--- config.mk ---
export PLATFORM = sky130hd
export DESIGN_NAME = serial_login_line_editor
export DESIGN_NICKNAME = d
export VERILOG_FILES = /design/src/hdl/slle_pkg.sv /design/src/hdl/serial_login_line_editor.sv
export SDC_FILE = /design/constraint.sdc
export NUM_CORES = 1
export LEC_CHECK = 0
export BUFFER_PORTS_ARGS = -buffer_cell sky130_fd_sc_hd__buf_2
export CAP_MARGIN = 20
export CORE_ASPECT_RATIO = 1.75
export CORE_MARGIN = 4
export CORE_UTILIZATION = 35
export DETAILED_ROUTE_END_ITERATION = 6
export GPL_TIMING_DRIVEN = 0
export PLACE_DENSITY_LB_ADDON = 0.08
export SYNTH_ARGS = -nofsm -noshare
export SYNTH_HDL_FRONTEND = slang
export SYNTH_SLANG_ARGS = --single-unit
export TNS_END_PERCENT = 5
--- constraint.sdc ---
create_clock -name clk -period 3.1 [get_ports clk]
set_clock_uncertainty 0.15 [all_clocks]
set_input_delay 0.155 -clock clk [delete_from_list [all_inputs] [get_ports clk]]
set_output_delay 0.155 -clock clk [all_outputs]
set_load 0.005 [all_outputs]
--- src/hdl/slle_pkg.sv ---
// ============================================================================
// slle_pkg: shared definitions for the serial login line editor
// character codes, phase codes, event codes, register map and helpers
// ============================================================================
package slle_pkg;

    localparam int LineCharsDefault = 15;

    localparam logic [7:0] ChBs    = 8'h08;
    localparam logic [7:0] ChDel   = 8'h7F;
    localparam logic [7:0] ChCr    = 8'h0D;
    localparam logic [7:0] ChLf    = 8'h0A;
    localparam logic [7:0] ChSp    = 8'h20;
    localparam logic [7:0] ChMask  = 8'h2A;
    localparam logic [7:0] PrintLo = 8'd32;
    localparam logic [7:0] PrintHi = 8'd126;

    localparam logic [1:0] PH_USER = 2'd0;
    localparam logic [1:0] PH_PASS = 2'd1;
    localparam logic [1:0] PH_DONE = 2'd2;

    localparam logic [1:0] EV_NONE = 2'd0;
    localparam logic [1:0] EV_USER = 2'd1;
    localparam logic [1:0] EV_OK   = 2'd2;
    localparam logic [1:0] EV_FAIL = 2'd3;

    localparam int AddrWidth = 6;
    localparam int DataWidth = 64;

    localparam logic [2:0] REG_USER_LOW  = 3'd0;
    localparam logic [2:0] REG_USER_HIGH = 3'd1;
    localparam logic [2:0] REG_USER_LEN  = 3'd2;
    localparam logic [2:0] REG_PASS_LOW  = 3'd3;
    localparam logic [2:0] REG_PASS_HIGH = 3'd4;
    localparam logic [2:0] REG_PASS_LEN  = 3'd5;

    typedef logic [7:0] char_t;
    typedef logic [3:0] count_t;

    // expected character at a fixed position of the configured text
    function automatic char_t expected_char(logic [63:0] lo, logic [63:0] hi, int idx);
        logic [63:0] sel;
        sel = (idx < 8) ? lo : hi;
        return sel[8 * (idx & 7) +: 8];
    endfunction

endpackage

--- src/hdl/serial_login_line_editor.sv ---
// a received byte waits in the input register until the result register is free,
// then its results are loaded there; throughput: one byte per cycle while each
// byte gives at most one result and tx_stall is low; the three-entry result
// register drains one per accepted output (erase gives three, carriage return two)
// reset: asynchronous, active low; control registers clear to zero, username entry
// starts; data registers are not reset
// ============================================================================
// serial_login_line_editor: login line editor on received serial bytes
// username entry then password entry with echo, erase and exact credential check
// ============================================================================
module serial_login_line_editor
#(
    parameter int LINE_CHARS = slle_pkg::LineCharsDefault
)
(
    input  logic                           clk,
    input  logic                           rst_n,
    input  logic                           rx_valid,
    output logic                           rx_stall,
    input  logic [7:0]                     rx_byte,
    output logic                           tx_valid,
    input  logic                           tx_stall,
    output logic [7:0]                     tx_byte,
    output logic                           last,
    output logic [1:0]                     event_res,
    input  logic                           psel,
    input  logic                           penable,
    input  logic                           pwrite,
    input  logic [slle_pkg::AddrWidth-1:0] paddr,
    input  logic [slle_pkg::DataWidth-1:0] pwdata,
    output logic [slle_pkg::DataWidth-1:0] prdata,
    output logic                           pready
);
    import slle_pkg::*;

    localparam count_t LineMax = count_t'(LINE_CHARS);

    logic [63:0] user_low_reg, user_high_reg, pass_low_reg, pass_high_reg;
    count_t      user_len_reg, pass_len_reg;

    logic        in_valid_reg;
    char_t       in_byte_reg;

    logic [1:0]  phase_reg, phase_next;
    count_t      char_count_reg, char_count_next;
    count_t      user_count_reg, user_count_next;
    char_t       user_line_reg [LINE_CHARS];
    char_t       pass_line_reg [LINE_CHARS];

    char_t       res_byte_reg [3];
    logic [1:0]  res_left_reg;
    logic [1:0]  res_event_reg;

    logic        cfg_write;
    logic        out_accept;
    logic        buf_free;
    logic        fire;
    logic [1:0]  n_res;
    char_t       b0, b1, b2;
    logic [1:0]  ev;
    logic        wr_en;
    logic        wr_user;
    logic        user_match;
    logic        pass_match;

    // configuration port
    assign pready    = 1'b1;
    assign cfg_write = psel && penable && pwrite;

    always_comb
    begin
        case (paddr[5:3])
            REG_USER_LOW:  prdata = user_low_reg;
            REG_USER_HIGH: prdata = user_high_reg;
            REG_USER_LEN:  prdata = {60'd0, user_len_reg};
            REG_PASS_LOW:  prdata = pass_low_reg;
            REG_PASS_HIGH: prdata = pass_high_reg;
            REG_PASS_LEN:  prdata = {60'd0, pass_len_reg};
            default:       prdata = '0;
        endcase
    end

    // handshake
    assign out_accept = tx_valid && !tx_stall;
    assign buf_free   = (res_left_reg == 2'd0) || ((res_left_reg == 2'd1) && out_accept);
    assign fire       = in_valid_reg && buf_free;
    assign rx_stall   = in_valid_reg && !fire;

    assign tx_valid  = (res_left_reg != 2'd0);
    assign tx_byte   = res_byte_reg[0];
    assign last      = (res_left_reg == 2'd1);
    assign event_res = (res_left_reg == 2'd1) ? res_event_reg : EV_NONE;

    // credential compare
    always_comb
    begin
        user_match = (user_count_reg == user_len_reg) && (user_count_reg <= LineMax);
        pass_match = (char_count_reg == pass_len_reg) && (char_count_reg <= LineMax);
        for (int i = 0; i < LINE_CHARS; i++)
        begin
            if ((count_t'(i) < user_count_reg) &&
                (user_line_reg[i] != expected_char(user_low_reg, user_high_reg, i)))
            begin
                user_match = 1'b0;
            end
            if ((count_t'(i) < char_count_reg) &&
                (pass_line_reg[i] != expected_char(pass_low_reg, pass_high_reg, i)))
            begin
                pass_match = 1'b0;
            end
        end
    end

    // line editing
    always_comb
    begin
        phase_next      = phase_reg;
        char_count_next = char_count_reg;
        user_count_next = user_count_reg;
        n_res           = 2'd0;
        b0              = ChBs;
        b1              = ChSp;
        b2              = ChBs;
        ev              = EV_NONE;
        wr_en           = 1'b0;
        wr_user         = (phase_reg == PH_USER);
        if ((phase_reg == PH_USER) || (phase_reg == PH_PASS))
        begin
            if ((in_byte_reg == ChBs) || (in_byte_reg == ChDel))
            begin
                if (char_count_reg != 4'd0)
                begin
                    char_count_next = char_count_reg - 4'd1;
                    n_res           = 2'd3;
                end
            end
            else if (in_byte_reg == ChCr)
            begin
                n_res = 2'd2;
                b0    = ChLf;
                b1    = ChCr;
                if (phase_reg == PH_USER)
                begin
                    user_count_next = char_count_reg;
                    phase_next      = PH_PASS;
                    ev              = EV_USER;
                end
                else
                begin
                    user_count_next = 4'd0;
                    if (user_match && pass_match)
                    begin
                        phase_next = PH_DONE;
                        ev         = EV_OK;
                    end
                    else
                    begin
                        phase_next = PH_USER;
                        ev         = EV_FAIL;
                    end
                end
                char_count_next = 4'd0;
            end
            else if ((in_byte_reg inside {[PrintLo:PrintHi]}) && (char_count_reg < LineMax))
            begin
                wr_en           = 1'b1;
                char_count_next = char_count_reg + 4'd1;
                n_res           = 2'd1;
                b0              = (phase_reg == PH_USER) ? in_byte_reg : ChMask;
            end
        end
    end

    // control registers
    always_ff @(posedge clk or negedge rst_n)
    begin
        if (!rst_n)
        begin
            user_low_reg   <= '0;
            user_high_reg  <= '0;
            user_len_reg   <= '0;
            pass_low_reg   <= '0;
            pass_high_reg  <= '0;
            pass_len_reg   <= '0;
            in_valid_reg   <= 1'b0;
            phase_reg      <= PH_USER;
            char_count_reg <= '0;
            user_count_reg <= '0;
            res_left_reg   <= '0;
        end
        else
        begin
            if (cfg_write)
            begin
                case (paddr[5:3])
                    REG_USER_LOW:  user_low_reg  <= pwdata;
                    REG_USER_HIGH: user_high_reg <= pwdata;
                    REG_USER_LEN:  user_len_reg  <= pwdata[3:0];
                    REG_PASS_LOW:  pass_low_reg  <= pwdata;
                    REG_PASS_HIGH: pass_high_reg <= pwdata;
                    REG_PASS_LEN:  pass_len_reg  <= pwdata[3:0];
                    default:       ;
                endcase
            end
            if (rx_valid && !rx_stall)
            begin
                in_valid_reg <= 1'b1;
            end
            else if (fire)
            begin
                in_valid_reg <= 1'b0;
            end
            if (fire)
            begin
                phase_reg      <= phase_next;
                char_count_reg <= char_count_next;
                user_count_reg <= user_count_next;
                res_left_reg   <= n_res;
            end
            else if (out_accept)
            begin
                res_left_reg <= res_left_reg - 2'd1;
            end
        end
    end

    // payload registers
    always_ff @(posedge clk)
    begin
        if (rx_valid && !rx_stall)
        begin
            in_byte_reg <= rx_byte;
        end
        if (fire)
        begin
            res_byte_reg[0] <= b0;
            res_byte_reg[1] <= b1;
            res_byte_reg[2] <= b2;
            res_event_reg   <= ev;
        end
        else if (out_accept)
        begin
            res_byte_reg[0] <= res_byte_reg[1];
            res_byte_reg[1] <= res_byte_reg[2];
        end
        for (int i = 0; i < LINE_CHARS; i++)
        begin
            if (fire && wr_en && (char_count_reg == count_t'(i)))
            begin
                if (wr_user)
                begin
                    user_line_reg[i] <= in_byte_reg;
                end
                else
                begin
                    pass_line_reg[i] <= in_byte_reg;
                end
            end
        end
    end

    // checks
    a_count_bound: assert property (@(posedge clk) disable iff (!rst_n)
        char_count_reg <= LineMax)
        else $error("line count beyond buffer size");

    a_load_when_free: assert property (@(posedge clk) disable iff (!rst_n)
        fire |-> (res_left_reg == 2'd0) || (res_left_reg == 2'd1 && out_accept))
        else $error("result register overwritten");

    a_event_on_last: assert property (@(posedge clk) disable iff (!rst_n)
        tx_valid && (event_res != EV_NONE) |-> last)
        else $error("event on a non-final result");

    a_done_sticky: assert property (@(posedge clk) disable iff (!rst_n)
        phase_reg == PH_DONE |=> phase_reg == PH_DONE)
        else $error("accepted login left");

    a_input_held: assert property (@(posedge clk) disable iff (!rst_n)
        in_valid_reg && !fire |=> in_valid_reg && $stable(in_byte_reg))
        else $error("pending input lost");

endmodule

After elaboration in Yosys (flattened, before gate mapping)

Memories as Yosys holds them, arrays and structs flattened.
Index checks and enable logic that the tools add are counted.

Register bits: 287
RAM bits: 264
Logic and storage cells: 443
Memories: 3

Memory list:

| name          | words | bits a word | rd ports | clocked after memory_dff | wr ports | RTL line                       | text |
|---|---|---|---|---|---|---|---|
| pass_line_reg | 15    | 8           | 15       | 0                        | 1        | serial_login_line_editor.sv:48 | `char_t pass_line_reg [LINE_CHARS];` |
| user_line_reg | 15    | 8           | 15       | 0                        | 1        | serial_login_line_editor.sv:47 | `char_t user_line_reg [LINE_CHARS];` |
| res_byte_reg  | 3     | 8           | 3        | 0                        | 3        | serial_login_line_editor.sv:50 | `char_t res_byte_reg [3];` |

Add/sub/neg operators: 3
Magnitude comparators: 35
Equality and inequality tests: 57
Muxes and demuxes: 215
Bitwise gates (word level): 5
Reductions and logical operators: 111

Operators by type and width:

| cell                                                                                 | count |
|---|---|
| 64-bit one-hot mux with 6 select lines                                               | 1 |
| 8-bit 2-to-1 mux                                                                     | 35 |
| 8-bit inequality test                                                                | 30 |
| 8-bit OR reduction                                                                   | 28 |
| 1-bit 2-to-1 mux                                                                     | 134 |
| 4-bit 2-to-1 mux                                                                     | 33 |
| 1-bit logical AND                                                                    | 58 |
| 4-bit less-than comparator (first input constant)                                    | 14 |
| 3-bit by 4-bit less-than comparator with 1-bit output (first input constant)         | 8 |
| 4-bit == test (second input constant)                                                | 7 |
| 2-bit 2-to-1 mux                                                                     | 9 |
| 6-bit 2-to-1 mux                                                                     | 3 |
| 4-bit by 3-bit == test with 1-bit output (second input constant)                     | 4 |
| 8-bit by 4-bit == test with 1-bit output (second input constant)                     | 2 |
| 1-bit by 4-bit less-than comparator with 1-bit output (first input constant)         | 4 |
| 2-bit by 4-bit less-than comparator with 1-bit output (first input constant)         | 4 |
| 2-bit AND reduction                                                                  | 6 |
| 4-bit by 2-bit == test with 1-bit output (second input constant)                     | 2 |
| 4-bit == test                                                                        | 2 |
| 8-bit by 7-bit == test with 1-bit output (second input constant)                     | 1 |
| 8-bit by 6-bit greater-or-equal comparator with 1-bit output (second input constant) | 1 |
| 4-bit <= comparator (second input constant)                                          | 2 |
| 8-bit by 7-bit <= comparator with 1-bit output (second input constant)               | 1 |
| 4-bit AND reduction                                                                  | 2 |
| other kinds (22)                                                                     | 35 |

Longest topological paths before layout

Word-level depth: 26
Gate-level depth with buffers: 9
Depth with buffers taken out: 9

Worst setup path before layout

No wires, ideal clock.

Kind: register to register
From: register in_byte_reg[5]
To: memory pass_line_reg[0][16] in the netlist's numbering (enable)
Library setup time: 0.383 ns
Arrival: 2.503 ns
Required time: 2.567 ns
Setup slack: 0.063 ns
Cell stages (with the launch flop): 7
Buffers on the path: 0
Path through: edfxtp_1 -> nor2_1 -> a311oi_1 -> nand2_1 -> nor4_2 -> nand2_1 -> nor3_1

Word-level cells in the longest chain between the ends: 26
Elaborated cells between the ends (all ways): 100
Those cells by class: order compare (2); eq/ne (3); mux (62); reduce/logical (33)

Ends and longest elaborated chain:

| item                                                                                                                           | RTL line                        | text |
|---|---|---|
| start: declaration                                                                                                             | serial_login_line_editor.sv:42  | `char_t in_byte_reg;` |
| start signal: assignment                                                                                                       | serial_login_line_editor.sv:232 | `in_byte_reg <= rx_byte;` |
| 8-bit by 6-bit greater-or-equal comparator with 1-bit output or 8-bit by 7-bit <= comparator with 1-bit output (tied branches) | serial_login_line_editor.sv:164 | `else if ((in_byte_reg inside {[PrintLo:PrintHi]}) && (char_count_reg < LineMax))` |
| 1-bit logical AND (2 in series)                                                                                                | serial_login_line_editor.sv:164 |  |
| 1-bit 2-to-1 mux                                                                                                               | serial_login_line_editor.sv:164 |  |
| 1-bit 2-to-1 mux                                                                                                               | serial_login_line_editor.sv:137 | `else if (in_byte_reg == ChCr)` |
| 1-bit 2-to-1 mux (*)                                                                                                           | serial_login_line_editor.sv:129 | `if ((in_byte_reg == ChBs) \|\| (in_byte_reg == ChDel))` |
| 1-bit 2-to-1 mux (*)                                                                                                           | serial_login_line_editor.sv:127 | `if ((phase_reg == PH_USER) \|\| (phase_reg == PH_PASS))` |
| 1-bit logical AND (*)                                                                                                          | serial_login_line_editor.sv:248 | `if (fire && wr_en && (char_count_reg == count_t'(i)))` |
| 1-bit logical AND                                                                                                              | serial_login_line_editor.sv:248 |  |
| 1-bit 2-to-1 mux                                                                                                               | serial_login_line_editor.sv:248 |  |
| 1-bit 2-to-1 mux (implied by the code)                                                                                         | serial_login_line_editor.sv:256 | `pass_line_reg[i] <= in_byte_reg;` |
| 8-bit OR reduction (no line)                                                                                                   | --                              |  |
| 4-bit 2-to-1 mux (no line) or 1-bit 2-to-1 mux (tied branches) (14 in series)                                                  | --                              |  |
| end: declaration                                                                                                               | serial_login_line_editor.sv:48  |  |

Mark *: on every way between the ends. The rest lies on a longest branch, timed or not.

Final worst setup path

From: register user_low_reg[44]
To: register res_event_reg[0] (data pin)

Word-level cells in the longest chain between the ends: 15

Ends and longest elaborated chain:

| item                            | RTL line                        | text |
|---|---|---|
| start: declaration              | serial_login_line_editor.sv:38  | `logic [63:0] user_low_reg, user_high_reg, pass_low_reg, pass_high_reg;` |
| start signal: assignment        | serial_login_line_editor.sv:196 | `REG_USER_LOW: user_low_reg <= pwdata;` |
| 8-bit inequality test           | serial_login_line_editor.sv:102 | `(user_line_reg[i] != expected_char(user_low_reg, user_high_reg, i)))` |
| 1-bit logical AND               | serial_login_line_editor.sv:101 | `if ((count_t'(i) < user_count_reg) &&` |
| 1-bit 2-to-1 mux (10 in series) | serial_login_line_editor.sv:101 |  |
| 1-bit logical AND               | serial_login_line_editor.sv:151 | `if (user_match && pass_match)` |
| 1-bit 2-to-1 mux                | serial_login_line_editor.sv:151 |  |
| 1-bit 2-to-1 mux                | serial_login_line_editor.sv:142 | `if (phase_reg == PH_USER)` |
| end signal: assignment          | serial_login_line_editor.sv:239 | `res_event_reg <= ev;` |
| end: declaration                | serial_login_line_editor.sv:52  | `logic [1:0] res_event_reg;` |

No other way between the ends.
A chain may end at the register's enable or synchronous reset.

==> reports/summary.txt <==
Die X: 203 um
Top cells by count, synth: dfrtp_1, edfxtp_1, mux2_2
Number of global-route vias before repair: 15,984
Pin count of the biggest net entering global routing: 99
Most common cell in the netlist: dfrtp_1
Routability cong.: 0.831
Sequential fraction of the synthesis area: 0.635
Number of flops mapped to enable cells by yosys: 261
Crit. End Element: register
Mapped Area: 23,300 um2
Largest cells by area after synthesis: edfxtp_1, dfrtp_1, mux2_2, xor2_1, a22oi_1
Die area: 70,800 um2
Critical Path RT: 3.27 ns
Detail-routed via count per cell: 5.19
PwrDens: 704 nW/um2
Global-route wire length before repair: 116,000 um
Post-DR wirelength/cell: 28.5 um
Cells after Synth: 1,612
Starting Density: 0.354
Startpoint types: register
Initial antenna violation count: 4
Area share of the largest cell type after synthesis: 0.337
Synth-to-Final Area Change: 24.3%
Total of max-cap violations: 0
GRT overflow: 0
Setup TNS: -0.0472 ns
Register bit total from synthesis: 538
Fin crit period: 3.15 ns
CTS tree: yes
Headroom to the max-slew limit: 0.168
# IOs: 163
Status: complete, but fails checks
Setup Crit Path Kind: reg2reg
Syn_area_per_cell: 14.4 um2
Tot Pwr: 20.3 mW
Share of cells above drive strength 1: 0.291
Number of setup violations in the final report: 1
Clock slew at reported path FFs: 0.06 ns
DR iter-0 viols: 985
Filler cells: 6,045
Root buf cell: clkbuf_16
Clock Sink Count: 538
Max Transition Viols Final: 0
Final Hold Vio Count: 0
Gr usage total: 0.229
H-tree depth: 2
FMAX: 318 MHz
CP Data Arrival Time: 3.32 ns
Ys Warns: 0
Row Count: 124
Synth Flop Type: dfrtp_1
HPWL after DPL: 60,600 um
Initial DRT Pass Iterations: 5
Syn_nets: 1,703
Core Area: 65,600 um2
Failing checks: negative setup slack
RSZ-0062 raised after global routing: yes
Post-Route WL: 82,200 um
Post-synth cell types: 64
Worst slew pin tran: 1.25 ns
Setup ws final: -0.0472 ns
Multi-input logic area: 8370 um2
Cell type with the largest total area after synthesis: edfxtp_1
Tcrit/Tclk final: 1.02
PortBufs: 157
Max clock buf depth: 3
Max rail drop VDD: 0.000382 V
Cts bufs inserted: 53
Clk_lat worst skew: 0.60 ns
Min-Delay Path Class: in2async
Post-route DRC: 0
Die height: 349 um
Post-layout net count: 2,044
Antenna viol nets, final: 0
CP Max Fanout: 3
Vias: 14,942
P_leak: 11.6 nW
FFs w/ async S/R, synth: 0.515
Register Area: 14,800 um2
[placed cells by master, fill, tap and decap left out, types with 5 or more instances in the layout]
| cell | netlist | final |
|---|---|---|
| and3_1 | 7 | 7 |
| and2_1 | 7 | 7 |
| buf_8 | 1 | 13 |
| clkbuf_1 | 58 | 73 |
| buf_16 | 0 | 20 |
| mux2_2 | 223 | 223 |
| nor2_4 | 0 | 11 |
| xnor2_1 | 105 | 105 |
| nand2_1 | 92 | 87 |
| nor2_2 | 0 | 7 |
| clkbuf_2 | 0 | 5 |
| a22oi_1 | 125 | 125 |
| a31oi_1 | 5 | 5 |
| clkinv_1 | 0 | 6 |
| edfxtp_1 | 261 | 261 |
| xor2_1 | 143 | 143 |
| bufinv_16 | 0 | 6 |
| a21oi_1 | 18 | 18 |
| buf_2 | 6 | 164 |
| ha_1 | 6 | 5 |
| nor2_1 | 43 | 25 |
| clkbuf_16 | 0 | 54 |
| nand4_1 | 28 | 28 |
| buf_12 | 1 | 5 |
| nor3_4 | 0 | 5 |
| nor3_1 | 13 | 6 |
| o31ai_1 | 5 | 5 |
| nand2_2 | 0 | 5 |
| nor4_1 | 42 | 40 |
| mux2i_1 | 5 | 5 |
| mux2_1 | 45 | 45 |
| inv_1 | 10 | 10 |
| buf_4 | 9 | 20 |
| dfrtp_1 | 277 | 276 |
| dlygate4sd3_1 | 0 | 77 |
[what timing repair did]
action	CTS	global route
hold buffers	77	0
setup endpoints to repair	247	113
pin swaps	8	2
gates cloned	0	0
buffers inserted	11	1
resized for setup	49	19
hold endpoints to repair	384	0
[layer usage]
metal  up-vias  GRT usage  wire, um
li1       6644          -         -
met1      7757      0.272     31900
met2       400      0.420     43600
met3       137     0.0307      3240
met4         4     0.0885      3390
met5         -          0        27
[kinds of logic (layout without fill, tap and decap cells)]
kind of cell    Yosys count  in the layout  share of synthesized area
compound gates          195            195                     0.0616
fa+ha+maj                 6              6                    0.00323
buf+inv                  89            474                     0.0177
other cells               2              4                   0.000323
flops                   538            538                      0.635
mux                     273            273                      0.132
xor+xnor                248            248                     0.0934
simple gates            261            261                     0.0570
[power by group]
part | leakage (nW) | switching, mW | total, mW | internal [mW]
clock network | 0.836 | 2.86 | 6.65 | 3.80
logic | 4.92 | 2.28 | 4.13 | 1.85
registers | 5.89 | 0.966 | 9.56 | 8.59
[final cells by class]
class                           instances  area share
Antenna cell                            2    0.000173
Buffer                                 75      0.0123
Clock buffer                           77      0.0508
Clock inverter                         22     0.00948
Inverter                               13     0.00169
Multi-Input combinational cell        985       0.290
Sequential cell                       538       0.511
Tap cell                              882      0.0382
Timing Repair Buffer                  287      0.0867
[stage by stage]
| step | cells | cell area (um2) | util | setup WS (ns) | hold WS [ns] |
|---|---|---|---|---|---|
| final | 2881 | 28900 | 0.440 | -0.0472 | 0.0102 |
| after global placement | 2651 | 25200 | 0.383 | -4.03 | 0.182 |
| after detailed placement | 2691 | 26000 | 0.396 | -1.36 | 0.0828 |
| after floorplan | 1612 | 23300 | - | 0.0635 | -0.291 |
| after global routing | 2879 | 28900 | 0.440 | -0.134 | 0.0454 |
| after CTS | 2877 | 28800 | 0.439 | -0.118 | 0.0110 |
[worst paths after layout]
kind,startpoint,slack [ns],end,cells after the start
setup / recovery,user_low_reg[44]$_DFFE_PN0P_,-0.05,res_event_reg[0]$_SDFFCE_PP0P_,7
hold / removal,rst_n,0.01,user_high_reg[11]$_DFFE_PN0P_,2
setup reg to reg,user_low_reg[44]$_DFFE_PN0P_,-0.05,res_event_reg[0]$_SDFFCE_PP0P_,7
hold reg to reg,pass_high_reg[58]$_DFFE_PN0P_,0.34,pass_high_reg[58]$_DFFE_PN0P_,1
max in group asynchronous,rst_n,1.74,pass_low_reg[43]$_DFFE_PN0P_,3
min in group clk,paddr[5],0.05,user_low_reg[58]$_DFFE_PN0P_,4
[worst max-delay path, cell delays in order (launching register included)]
cell and delay [ns]:
dfrtp_1 0.42, xnor2_1 0.23, nand4_2 0.30, o41ai_4 0.47
o2111ai_1 0.16, or4_1 0.56, nor4b_2 0.43, a21oi_1 0.16
(Power assumes the default switching activity.)
